`src/design/clc_pkg.sv`:
```
// Shared types and codes for the callback slot lifecycle block.
// No dependencies; every design file imports this package.
package clc_pkg;

    localparam int COUNT_BITS  = 32;
    localparam int ID_BITS     = 64;
    localparam int DETAIL_BITS = 64;

    // Operation codes
    localparam logic [2:0] OP_REGISTER   = 3'd0;
    localparam logic [2:0] OP_ENTER      = 3'd1;
    localparam logic [2:0] OP_LEAVE      = 3'd2;
    localparam logic [2:0] OP_BEGIN_UNREG  = 3'd3;
    localparam logic [2:0] OP_FINISH_UNREG = 3'd4;
    localparam logic [2:0] OP_UNREGISTER = 3'd5;

    // Slot states
    localparam logic [1:0] ST_FREE    = 2'd0;
    localparam logic [1:0] ST_ACTIVE  = 2'd1;
    localparam logic [1:0] ST_CLOSING = 2'd2;

    // Status codes
    localparam logic [2:0] S_NONE     = 3'd0;
    localparam logic [2:0] S_INVALID  = 3'd1;
    localparam logic [2:0] S_INFLIGHT = 3'd2;
    localparam logic [2:0] S_CLOSING  = 3'd3;
    localparam logic [2:0] S_ACTIVE   = 3'd4;
    localparam logic [2:0] S_REJECTED = 3'd5;
    localparam logic [2:0] S_NOTREG   = 3'd6;

    // Phases
    localparam logic [1:0] PH_VALIDATE = 2'd0;
    localparam logic [1:0] PH_INVOKE   = 2'd1;
    localparam logic [1:0] PH_CLEANUP  = 2'd2;

    localparam logic [COUNT_BITS-1:0] COUNT_MAX = {COUNT_BITS{1'b1}};

    typedef struct packed {
        logic [2:0]         operation;
        logic [ID_BITS-1:0] callback_id;
        logic [ID_BITS-1:0] generation;
    } clc_req_t;

    typedef struct packed {
        logic                   ok;
        logic [2:0]             status;
        logic [1:0]             phase;
        logic [DETAIL_BITS-1:0] detail_expected;
        logic [DETAIL_BITS-1:0] detail_actual;
    } clc_rsp_t;

    typedef struct packed {
        logic [1:0]            slot_state;
        logic [COUNT_BITS-1:0] active_count;
        logic [ID_BITS-1:0]    stored_id;
        logic [ID_BITS-1:0]    stored_generation;
    } clc_slot_t;

    function automatic logic [DETAIL_BITS-1:0] count_detail(input logic [COUNT_BITS-1:0] c);
        count_detail = {{(DETAIL_BITS-COUNT_BITS){1'b0}}, c};
    endfunction

endpackage

```
`src/design/callback_slot_lifecycle.sv`:
```
// Top level of the callback slot lifecycle block: input, slot and result registers.
// Depends on clc_pkg and clc_eval.
//
// One request is taken per clock cycle while in_stall is low. A request is
// captured in the input register, evaluated against the slot by clc_eval, and
// its result is captured in the result register. The slot is updated on the
// same edge that captures the result, so each request sees every earlier one.
// A stalled result holds; the input register then holds one more request
// before in_stall rises. Writing the malformed flag (cfg_wr_en, cfg_wr_data)
// takes effect on the next request evaluated.
module callback_slot_lifecycle (
    input  logic              clk,
    input  logic              rst_n,
    input  logic              in_valid,
    output logic              in_stall,
    input  clc_pkg::clc_req_t in_data,
    output logic              out_valid,
    input  logic              out_stall,
    output clc_pkg::clc_rsp_t out_data,
    input  logic              cfg_wr_en,
    input  logic              cfg_wr_data
);
    import clc_pkg::*;

    logic      malformed_reg;
    logic      in_valid_reg;
    clc_req_t  req_reg;
    logic      out_valid_reg;
    logic      out_valid_next;
    clc_rsp_t  rsp_reg;
    clc_rsp_t  rsp_next;
    clc_slot_t slot_reg;
    clc_slot_t slot_next;
    logic      advance;
    logic      in_load;

    assign advance  = in_valid_reg && (!out_valid_reg || !out_stall);
    assign in_load  = !in_valid_reg || advance;
    assign in_stall = !in_load;

    always_comb
    begin
        if (advance)
        begin
            out_valid_next = 1'b1;
        end
        else if (!out_stall)
        begin
            out_valid_next = 1'b0;
        end
        else
        begin
            out_valid_next = out_valid_reg;
        end
    end

    clc_eval u_eval (
        .malformed (malformed_reg),
        .req       (req_reg),
        .slot      (slot_reg),
        .rsp       (rsp_next),
        .slot_next (slot_next)
    );

    always_ff @(posedge clk or negedge rst_n)
    begin
        if (!rst_n)
        begin
            malformed_reg <= 1'b0;
            in_valid_reg  <= 1'b0;
            out_valid_reg <= 1'b0;
            slot_reg      <= '0;
        end
        else
        begin
            if (cfg_wr_en)
            begin
                malformed_reg <= cfg_wr_data;
            end
            if (in_load)
            begin
                in_valid_reg <= in_valid;
            end
            out_valid_reg <= out_valid_next;
            if (advance)
            begin
                slot_reg <= slot_next;
            end
        end
    end

    // Payload registers: no reset
    always_ff @(posedge clk)
    begin
        if (in_load && in_valid)
        begin
            req_reg <= in_data;
        end
        if (advance)
        begin
            rsp_reg <= rsp_next;
        end
    end

    assign out_valid = out_valid_reg;
    assign out_data  = rsp_reg;

    // A free slot is always fully cleared
    a_free_clean: assert property (@(posedge clk) disable iff (!rst_n)
        slot_reg.slot_state == ST_FREE |->
            (slot_reg.active_count == '0 && slot_reg.stored_id == '0 &&
             slot_reg.stored_generation == '0))
        else $error("free slot holds stale contents");

    // An owned slot never carries the invalid id
    a_owned_id: assert property (@(posedge clk) disable iff (!rst_n)
        slot_reg.slot_state != ST_FREE |-> slot_reg.stored_id != '0)
        else $error("owned slot has zero id");

    // The unused state code is never reached
    a_no_state3: assert property (@(posedge clk) disable iff (!rst_n)
        slot_reg.slot_state == ST_FREE || slot_reg.slot_state == ST_ACTIVE ||
        slot_reg.slot_state == ST_CLOSING)
        else $error("slot entered unused state");

    // The call count moves by at most one per request
    a_count_step: assert property (@(posedge clk) disable iff (!rst_n)
        slot_reg.active_count != $past(slot_reg.active_count) |->
            ($past(slot_reg.active_count) + COUNT_BITS'(1) == slot_reg.active_count ||
             $past(slot_reg.active_count) == slot_reg.active_count + COUNT_BITS'(1)))
        else $error("call count jumped");

    // A successful result never carries a failure status
    a_ok_status: assert property (@(posedge clk) disable iff (!rst_n)
        out_valid_reg && rsp_reg.ok |->
            (rsp_reg.status == S_NONE && rsp_reg.detail_expected == '0 &&
             rsp_reg.detail_actual == '0))
        else $error("ok result with failure detail");

endmodule

```
`src/design/clc_eval.sv`:
```
// Request evaluation: result and next slot contents for one request.
// Depends on clc_pkg.
module clc_eval (
    input  logic               malformed,
    input  clc_pkg::clc_req_t  req,
    input  clc_pkg::clc_slot_t slot,
    output clc_pkg::clc_rsp_t  rsp,
    output clc_pkg::clc_slot_t slot_next
);
    import clc_pkg::*;

    logic bad;
    logic id_match;
    logic count_zero;

    assign bad        = malformed || (req.callback_id == '0);
    assign id_match   = (slot.stored_id == req.callback_id);
    assign count_zero = (slot.active_count == '0);

    always_comb
    begin
        slot_next = slot;
        rsp       = '0;
        unique case (req.operation) inside
            OP_REGISTER:
            begin
                rsp.phase = PH_VALIDATE;
                if (bad)
                begin
                    rsp.status        = S_INVALID;
                    rsp.detail_actual = req.callback_id;
                end
                else if (slot.slot_state == ST_FREE && (!count_zero ||
                         slot.stored_id != '0 || slot.stored_generation != '0))
                begin
                    rsp.status        = S_INVALID;
                    rsp.detail_actual = DETAIL_BITS'(1);
                end
                else if (slot.slot_state != ST_FREE)
                begin
                    rsp.status        = (slot.slot_state == ST_CLOSING) ? S_CLOSING : S_ACTIVE;
                    rsp.detail_actual = {{(DETAIL_BITS-2){1'b0}}, slot.slot_state};
                end
                else
                begin
                    rsp.ok                      = 1'b1;
                    slot_next.active_count      = '0;
                    slot_next.stored_id         = req.callback_id;
                    slot_next.stored_generation = req.generation;
                    slot_next.slot_state        = ST_ACTIVE;
                end
            end
            OP_ENTER:
            begin
                rsp.phase = PH_INVOKE;
                if (bad)
                begin
                    rsp.status          = S_INVALID;
                    rsp.detail_expected = req.callback_id;
                end
                else if (slot.slot_state != ST_ACTIVE || !id_match)
                begin
                    rsp.status          = S_REJECTED;
                    rsp.detail_expected = req.callback_id;
                    rsp.detail_actual   = slot.stored_id;
                end
                else if (slot.active_count == COUNT_MAX)
                begin
                    rsp.status          = S_REJECTED;
                    rsp.detail_expected = count_detail(COUNT_MAX);
                    rsp.detail_actual   = count_detail(COUNT_MAX);
                end
                else
                begin
                    rsp.ok                 = 1'b1;
                    slot_next.active_count = slot.active_count + COUNT_BITS'(1);
                end
            end
            OP_LEAVE:
            begin
                rsp.ok    = 1'b1;
                rsp.phase = PH_INVOKE;
                if (!malformed && !count_zero)
                begin
                    slot_next.active_count = slot.active_count - COUNT_BITS'(1);
                end
            end
            OP_BEGIN_UNREG, OP_UNREGISTER:
            begin
                rsp.phase = PH_CLEANUP;
                if (bad)
                begin
                    rsp.status          = S_INVALID;
                    rsp.detail_expected = req.callback_id;
                end
                else if (slot.slot_state != ST_ACTIVE || !id_match)
                begin
                    rsp.status          = (slot.slot_state == ST_CLOSING) ? S_CLOSING : S_NOTREG;
                    rsp.detail_expected = req.callback_id;
                    rsp.detail_actual   = slot.stored_id;
                end
                else if (req.operation == OP_BEGIN_UNREG)
                begin
                    rsp.ok               = 1'b1;
                    slot_next.slot_state = ST_CLOSING;
                end
                else if (count_zero)
                begin
                    // Combined form with no calls in flight retires straight to free, skipping closing
                    rsp.ok                      = 1'b1;
                    slot_next.slot_state        = ST_FREE;
                    slot_next.stored_id         = '0;
                    slot_next.stored_generation = '0;
                end
                else
                begin
                    rsp.status           = S_INFLIGHT;
                    rsp.detail_actual    = count_detail(slot.active_count);
                    slot_next.slot_state = ST_CLOSING;
                end
            end
            OP_FINISH_UNREG:
            begin
                rsp.phase = PH_CLEANUP;
                if (bad)
                begin
                    rsp.status          = S_INVALID;
                    rsp.detail_expected = req.callback_id;
                end
                else if (slot.slot_state != ST_CLOSING || !id_match)
                begin
                    rsp.status          = S_NOTREG;
                    rsp.detail_expected = req.callback_id;
                    rsp.detail_actual   = slot.stored_id;
                end
                else if (!count_zero)
                begin
                    rsp.status        = S_INFLIGHT;
                    rsp.detail_actual = count_detail(slot.active_count);
                end
                else
                begin
                    rsp.ok                      = 1'b1;
                    slot_next.slot_state        = ST_FREE;
                    slot_next.stored_id         = '0;
                    slot_next.stored_generation = '0;
                end
            end
            default:
            begin
                rsp.status = S_INVALID;
                rsp.phase  = PH_VALIDATE;
            end
        endcase
    end

endmodule
```
`config.mk`:
```
export PLATFORM = sky130hd
export DESIGN_NAME = callback_slot_lifecycle
export DESIGN_NICKNAME = d
export VERILOG_FILES = /design/src/design/clc_pkg.sv /design/src/design/callback_slot_lifecycle.sv /design/src/design/clc_eval.sv
export SDC_FILE = /design/constraint.sdc
export NUM_CORES = 1
export LEC_CHECK = 0
export BUFFER_PORTS_ARGS = -buffer_cell sky130_fd_sc_hd__buf_2
export CAP_MARGIN = 0
export CORE_AREA = 4 4 158 237
export CTS_BUF_LIST = sky130_fd_sc_hd__clkbuf_4 sky130_fd_sc_hd__clkbuf_8
export CTS_CLUSTER_DIAMETER = 80
export DETAILED_ROUTE_END_ITERATION = 10
export DIE_AREA = 0 0 162 241
export PLACE_DENSITY = 0.76
export RECOVER_POWER = 25
export SYNTH_ARGS = -nofsm -noshare
export SYNTH_HDL_FRONTEND = slang
export SYNTH_SLANG_ARGS = --single-unit
export TNS_END_PERCENT = 10
```
`constraint.sdc`:
```
create_clock -name clk -period 5.9 [get_ports clk]
set_clock_uncertainty 0.15 [all_clocks]
set_input_delay 1.18 -clock clk [delete_from_list [all_inputs] [get_ports clk]]
set_output_delay 1.18 -clock clk [all_outputs]
set_load 0.02 [all_outputs]
```
==> metrics.md <==
| Metric | Value |
|---|---|
| Worst path max stage delay | `0.63 ns` |
| Yosys cell types | `57` |
| CTS resizes | `0` |
| Layout cells sized above 1 | `between 20 and 25%` |
| Sw Share | `approximately 30%` |
| Mux cell area share after synthesis | `less than 1%` |
| Non-filler instance count after layout | `roughly 2500` |
| Hold-fix buffers, CTS | `0` |
| Synth Area in Simple Gates | `14.53%` |
| Slew headroom | `roughly a tenth` |
| Leak | `a little under 0.01 uW` |
| Final hold violations | `0` |
| Vias | `roughly 15000` |
| Initial antenna violation count | `1` |
| Final setup vio count | `0` |
| Vias in the first global route | `roughly 15000` |
| Vias per cell | `approximately 5.9` |
| Ys Warns | `0` |
| Top_reg_cell synth | `edfxtp_1` |
| Final Core Density | `62.96%` |
| GR Overflow Total | `0` |
| # DRC | `0` |
| Worst VDD drop | `0.2539 mV` |
| Syn_nets | `~1800` |
| Hold_ws | `about 0.33 ns` |
| Total power | `about 7600 uW` |
| Status | `completed` |
| HPWL after detailed placement | `around 37000 um` |
| Slew Limit Fails | `0` |
| Max-Cap Viols | `0` |
| Nets | `between 2000 and 2500` |
| Synth Cell Area | `approximately 0.019 mm^2` |
| Die footprint | `around 0.039 mm^2` |
| Area grow syn2layout | `16.28%` |
| RSZ-0062 raised after global routing | `false` |
| Seq/Total Area, Yosys | `62.84%` |
| Number of fill cells | `between 2000 and 3000` |
| CP max stage cell | `edfxtp_1` |
| Critical Path Start Type | `flip-flop` |
| P per Cell Area | `between 300 and 400 mW/mm^2` |
| Port Buffers | `between 200 and 300` |
| Worst Path Max Fanout | `18` |
| Worst-case clock buffer depth | `3` |
| Setup_tns | `0 ns` |
| Register share of total power | `a little over half` |
| Tmin final | `approximately 4.5 ns` |
| Core Region | `0.03552 mm^2` |
| Critical path class | `reg -> reg` |
| Reg clk slew, reported paths | `~0.06 ns` |
| HP Class | `reg -> reg` |
| Placed Cells | `between 2000 and 2500` |
| CTS HTree Levels | `3` |
| Final period utilization | `about three quarters` |
| Main combinational cell family by area after synthesis | `simple AND/OR/NAND/NOR gates` |
| Cts bufs inserted | `66` |
| DR WL/cell | `between 20 and 25 um` |
| Post CTS Setup Buffer Count | `0` |
| Final Wtd Congestion | `between 0.9 and 1` |
| Pre-antenna DRT Iters | `7` |
| GRT Util Overall | `a little over a quarter` |
| Sw power | `~2300 uW` |
| XOR/XNOR Fraction of Synth Area | `under 10%` |
| Clock Sinks | `430` |
| Number of flip-flops in the largest register | `~160` |
| FF+latch count, synth | `430` |
| Pint | `between 5000 and 6000 uW` |
| Slew @ Worst Pin | `between 1 and 1.5 ns` |
| Synth Area per Inst | `roughly 11 um^2` |
| Max frequency | `about 0.22 GHz` |
| Post-DRT Antenna Nets | `0` |
| CTS tree | `yes` |
| Mapped Cells | `1677` |
| Logic pwr share | `15.5%` |
| Post-synth ARST share | `38.37%` |
| Drt total wl | `around 52000 um` |
| Clock Power Share | `32.2%` |
| Worst skew pair latency | `~0.64 ns` |
| Initial DRC Count | `1284` |
| Die height | `approximately 240 um` |
| Largest net degree at the start of global routing | `132` |
| Post-synthesis adder-cell area fraction | `approximately 2%` |
| Initial Util | `between 50% and 60%` |
| WP data required | `6.28 ns` |
| IO Count | `~270` |
| CP Capture Type | `flip-flop` |
| Cell row count | `85` |
| Post-synthesis compound-gate area fraction | `about an eighth` |
| Cell breakdown of the critical path | `nand2b_1, nor2_2, inv_1, fa_1, nor2b_1, o21a_1, o21ai_0, a21oi_1, a31oi_1, o21a_1, o31ai_1, a31oi_1, xor2_1, o31ai_1` |
| EDFF count, synth | `between 200 and 300` |
| First-pass GRT wire length | `roughly 80000 um` |
| DIE WIDTH | `162 um` |
| CP Data Arrival Time | `a little under 5 ns` |
| Clk root buf | `clkbuf_8` |
## through the flow
stage / cell area (um^2) / setup slack (ns)
floorplan: 19230 / 0.9319
global placement: 21070 / 1.544
detailed placement: 21070 / 1.478
CTS: 22380 / 1.437
global route: 22360 / 1.112
finish: 22360 / 1.405
## layout make-up
class / count / area, um^2 / share of cell area, %
inverters: 14 / 52.55 / 0.2350
flip-flops and latches: 430 / 12090 / 54.05
diodes: 1 / 2.502 / 0.01119
well taps: 478 / 598.1 / 2.674
multi-input cells: 1138 / 6736 / 30.12
clock buffers: 93 / 1130 / 5.052
clock inverters: 26 / 185.2 / 0.8280
repair buffers: 297 / 1573 / 7.033
## path summary, 6_finish.rpt
path | startpoint | end | cells after the start | slack [ns]
max in group asynchronous | rst_n | slot_reg[6] | 2 | 3.31
max | req_reg[130] | slot_reg[156] | 14 | 1.41
max reg2reg | req_reg[130] | slot_reg[156] | 14 | 1.41
min | slot_reg[29] | slot_reg[29] | 2 | 0.33
min in group asynchronous | rst_n | slot_reg[69] | 1 | 0.46
min reg2reg | slot_reg[29] | slot_reg[29] | 2 | 0.33
## cell usage in the layout, fill, tap and decap left out, types with 5 or more instances in the layout
master and instances:
mux2i_1 13, a21o_1 51, a22oi_1 21, buf_2 258
nand3_1 17, or3_1 9, buf_4 21, nor2_1 34
nor3_1 6, o21ai_0 67, o21ai_1 102, o221ai_1 11
o22ai_1 6, o31ai_1 20, a22o_1 41, nand2b_1 10
clkinv_2 7, xor2_1 81, a21oi_1 47, xnor2_1 8
nor2b_1 6, clkinv_1 9, nand2_1 346, clkbuf_4 24
or2_2 5, ha_1 30, edfxtp_1 265, dfrtp_1 165
o21a_1 5, a31oi_1 7, clkbuf_8 69, nand4_1 31
clkbuf_1 14, nor4_1 79, and2_1 33, inv_1 14
## synth_stat cells (7+ instances only)
master,count,area share [%]
nand3_1,17,0.44
o21ai_0,67,1.7
o221ai_1,11,0.50
or3_1,9,0.29
xor2_1,81,3.7
and2_1,35,1.1
buf_2,8,0.21
ha_1,30,2.0
nand4_1,31,1.0
a22oi_1,21,0.82
mux2i_1,13,0.68
inv_1,14,0.27
dfrtp_1,165,21
a21o_1,51,2.0
xnor2_1,8,0.36
o31ai_1,20,0.78
a21oi_1,47,1.2
a22o_1,41,1.9
edfxtp_1,265,41
nor4_1,80,2.6
nand2_1,346,6.8
nand2b_1,10,0.33
nor2_1,38,0.74
a31oi_1,7,0.23
o21ai_1,102,2.7
clkbuf_1,79,1.5
## layer usage
layer  up-vias  wire length, um  global-route usage (%)
li1       6699                -                       -
met1      7072            18250                   29.12
met2       697            27220                   46.86
met3       210             3152                   4.442
met4         0             3751                   17.75
met5         -                0                       0
## power by group through the flow
stage | clock, uW | sequential (uW) | combinational (uW)
2_1_floorplan | 0 | 4030 | 687
3_3_place_gp | 0 | 4030 | 1140
3_5_place_dp | 0 | 4040 | 1180
4_1_cts | 2510 | 3990 | 1190
5_1_grt | 2660 | 4030 | 1300
6_report | 2460 | 4000 | 1180
## critical path, delay by kind of cell, from the launching register on
kind	cells	cell delay [ns]
xor gates and xnor gates	1	0.17
adders and majority gates	1	0.39
DFF	1	0.63
buffers and inverters	1	0.11
and+or+nand+nor	3	0.91
AOI/OAI and AO/OA	8	2.02
## cell families after synthesis
kind of cell / after synthesis
muxes: 14
xor gates and xnor gates: 89
and+or+nand+nor: 599
AOI/OAI and AO/OA: 405
adders and majority gates: 31
buffers and inverters: 109
DFF: 430
(Power assumes the default switching activity.)
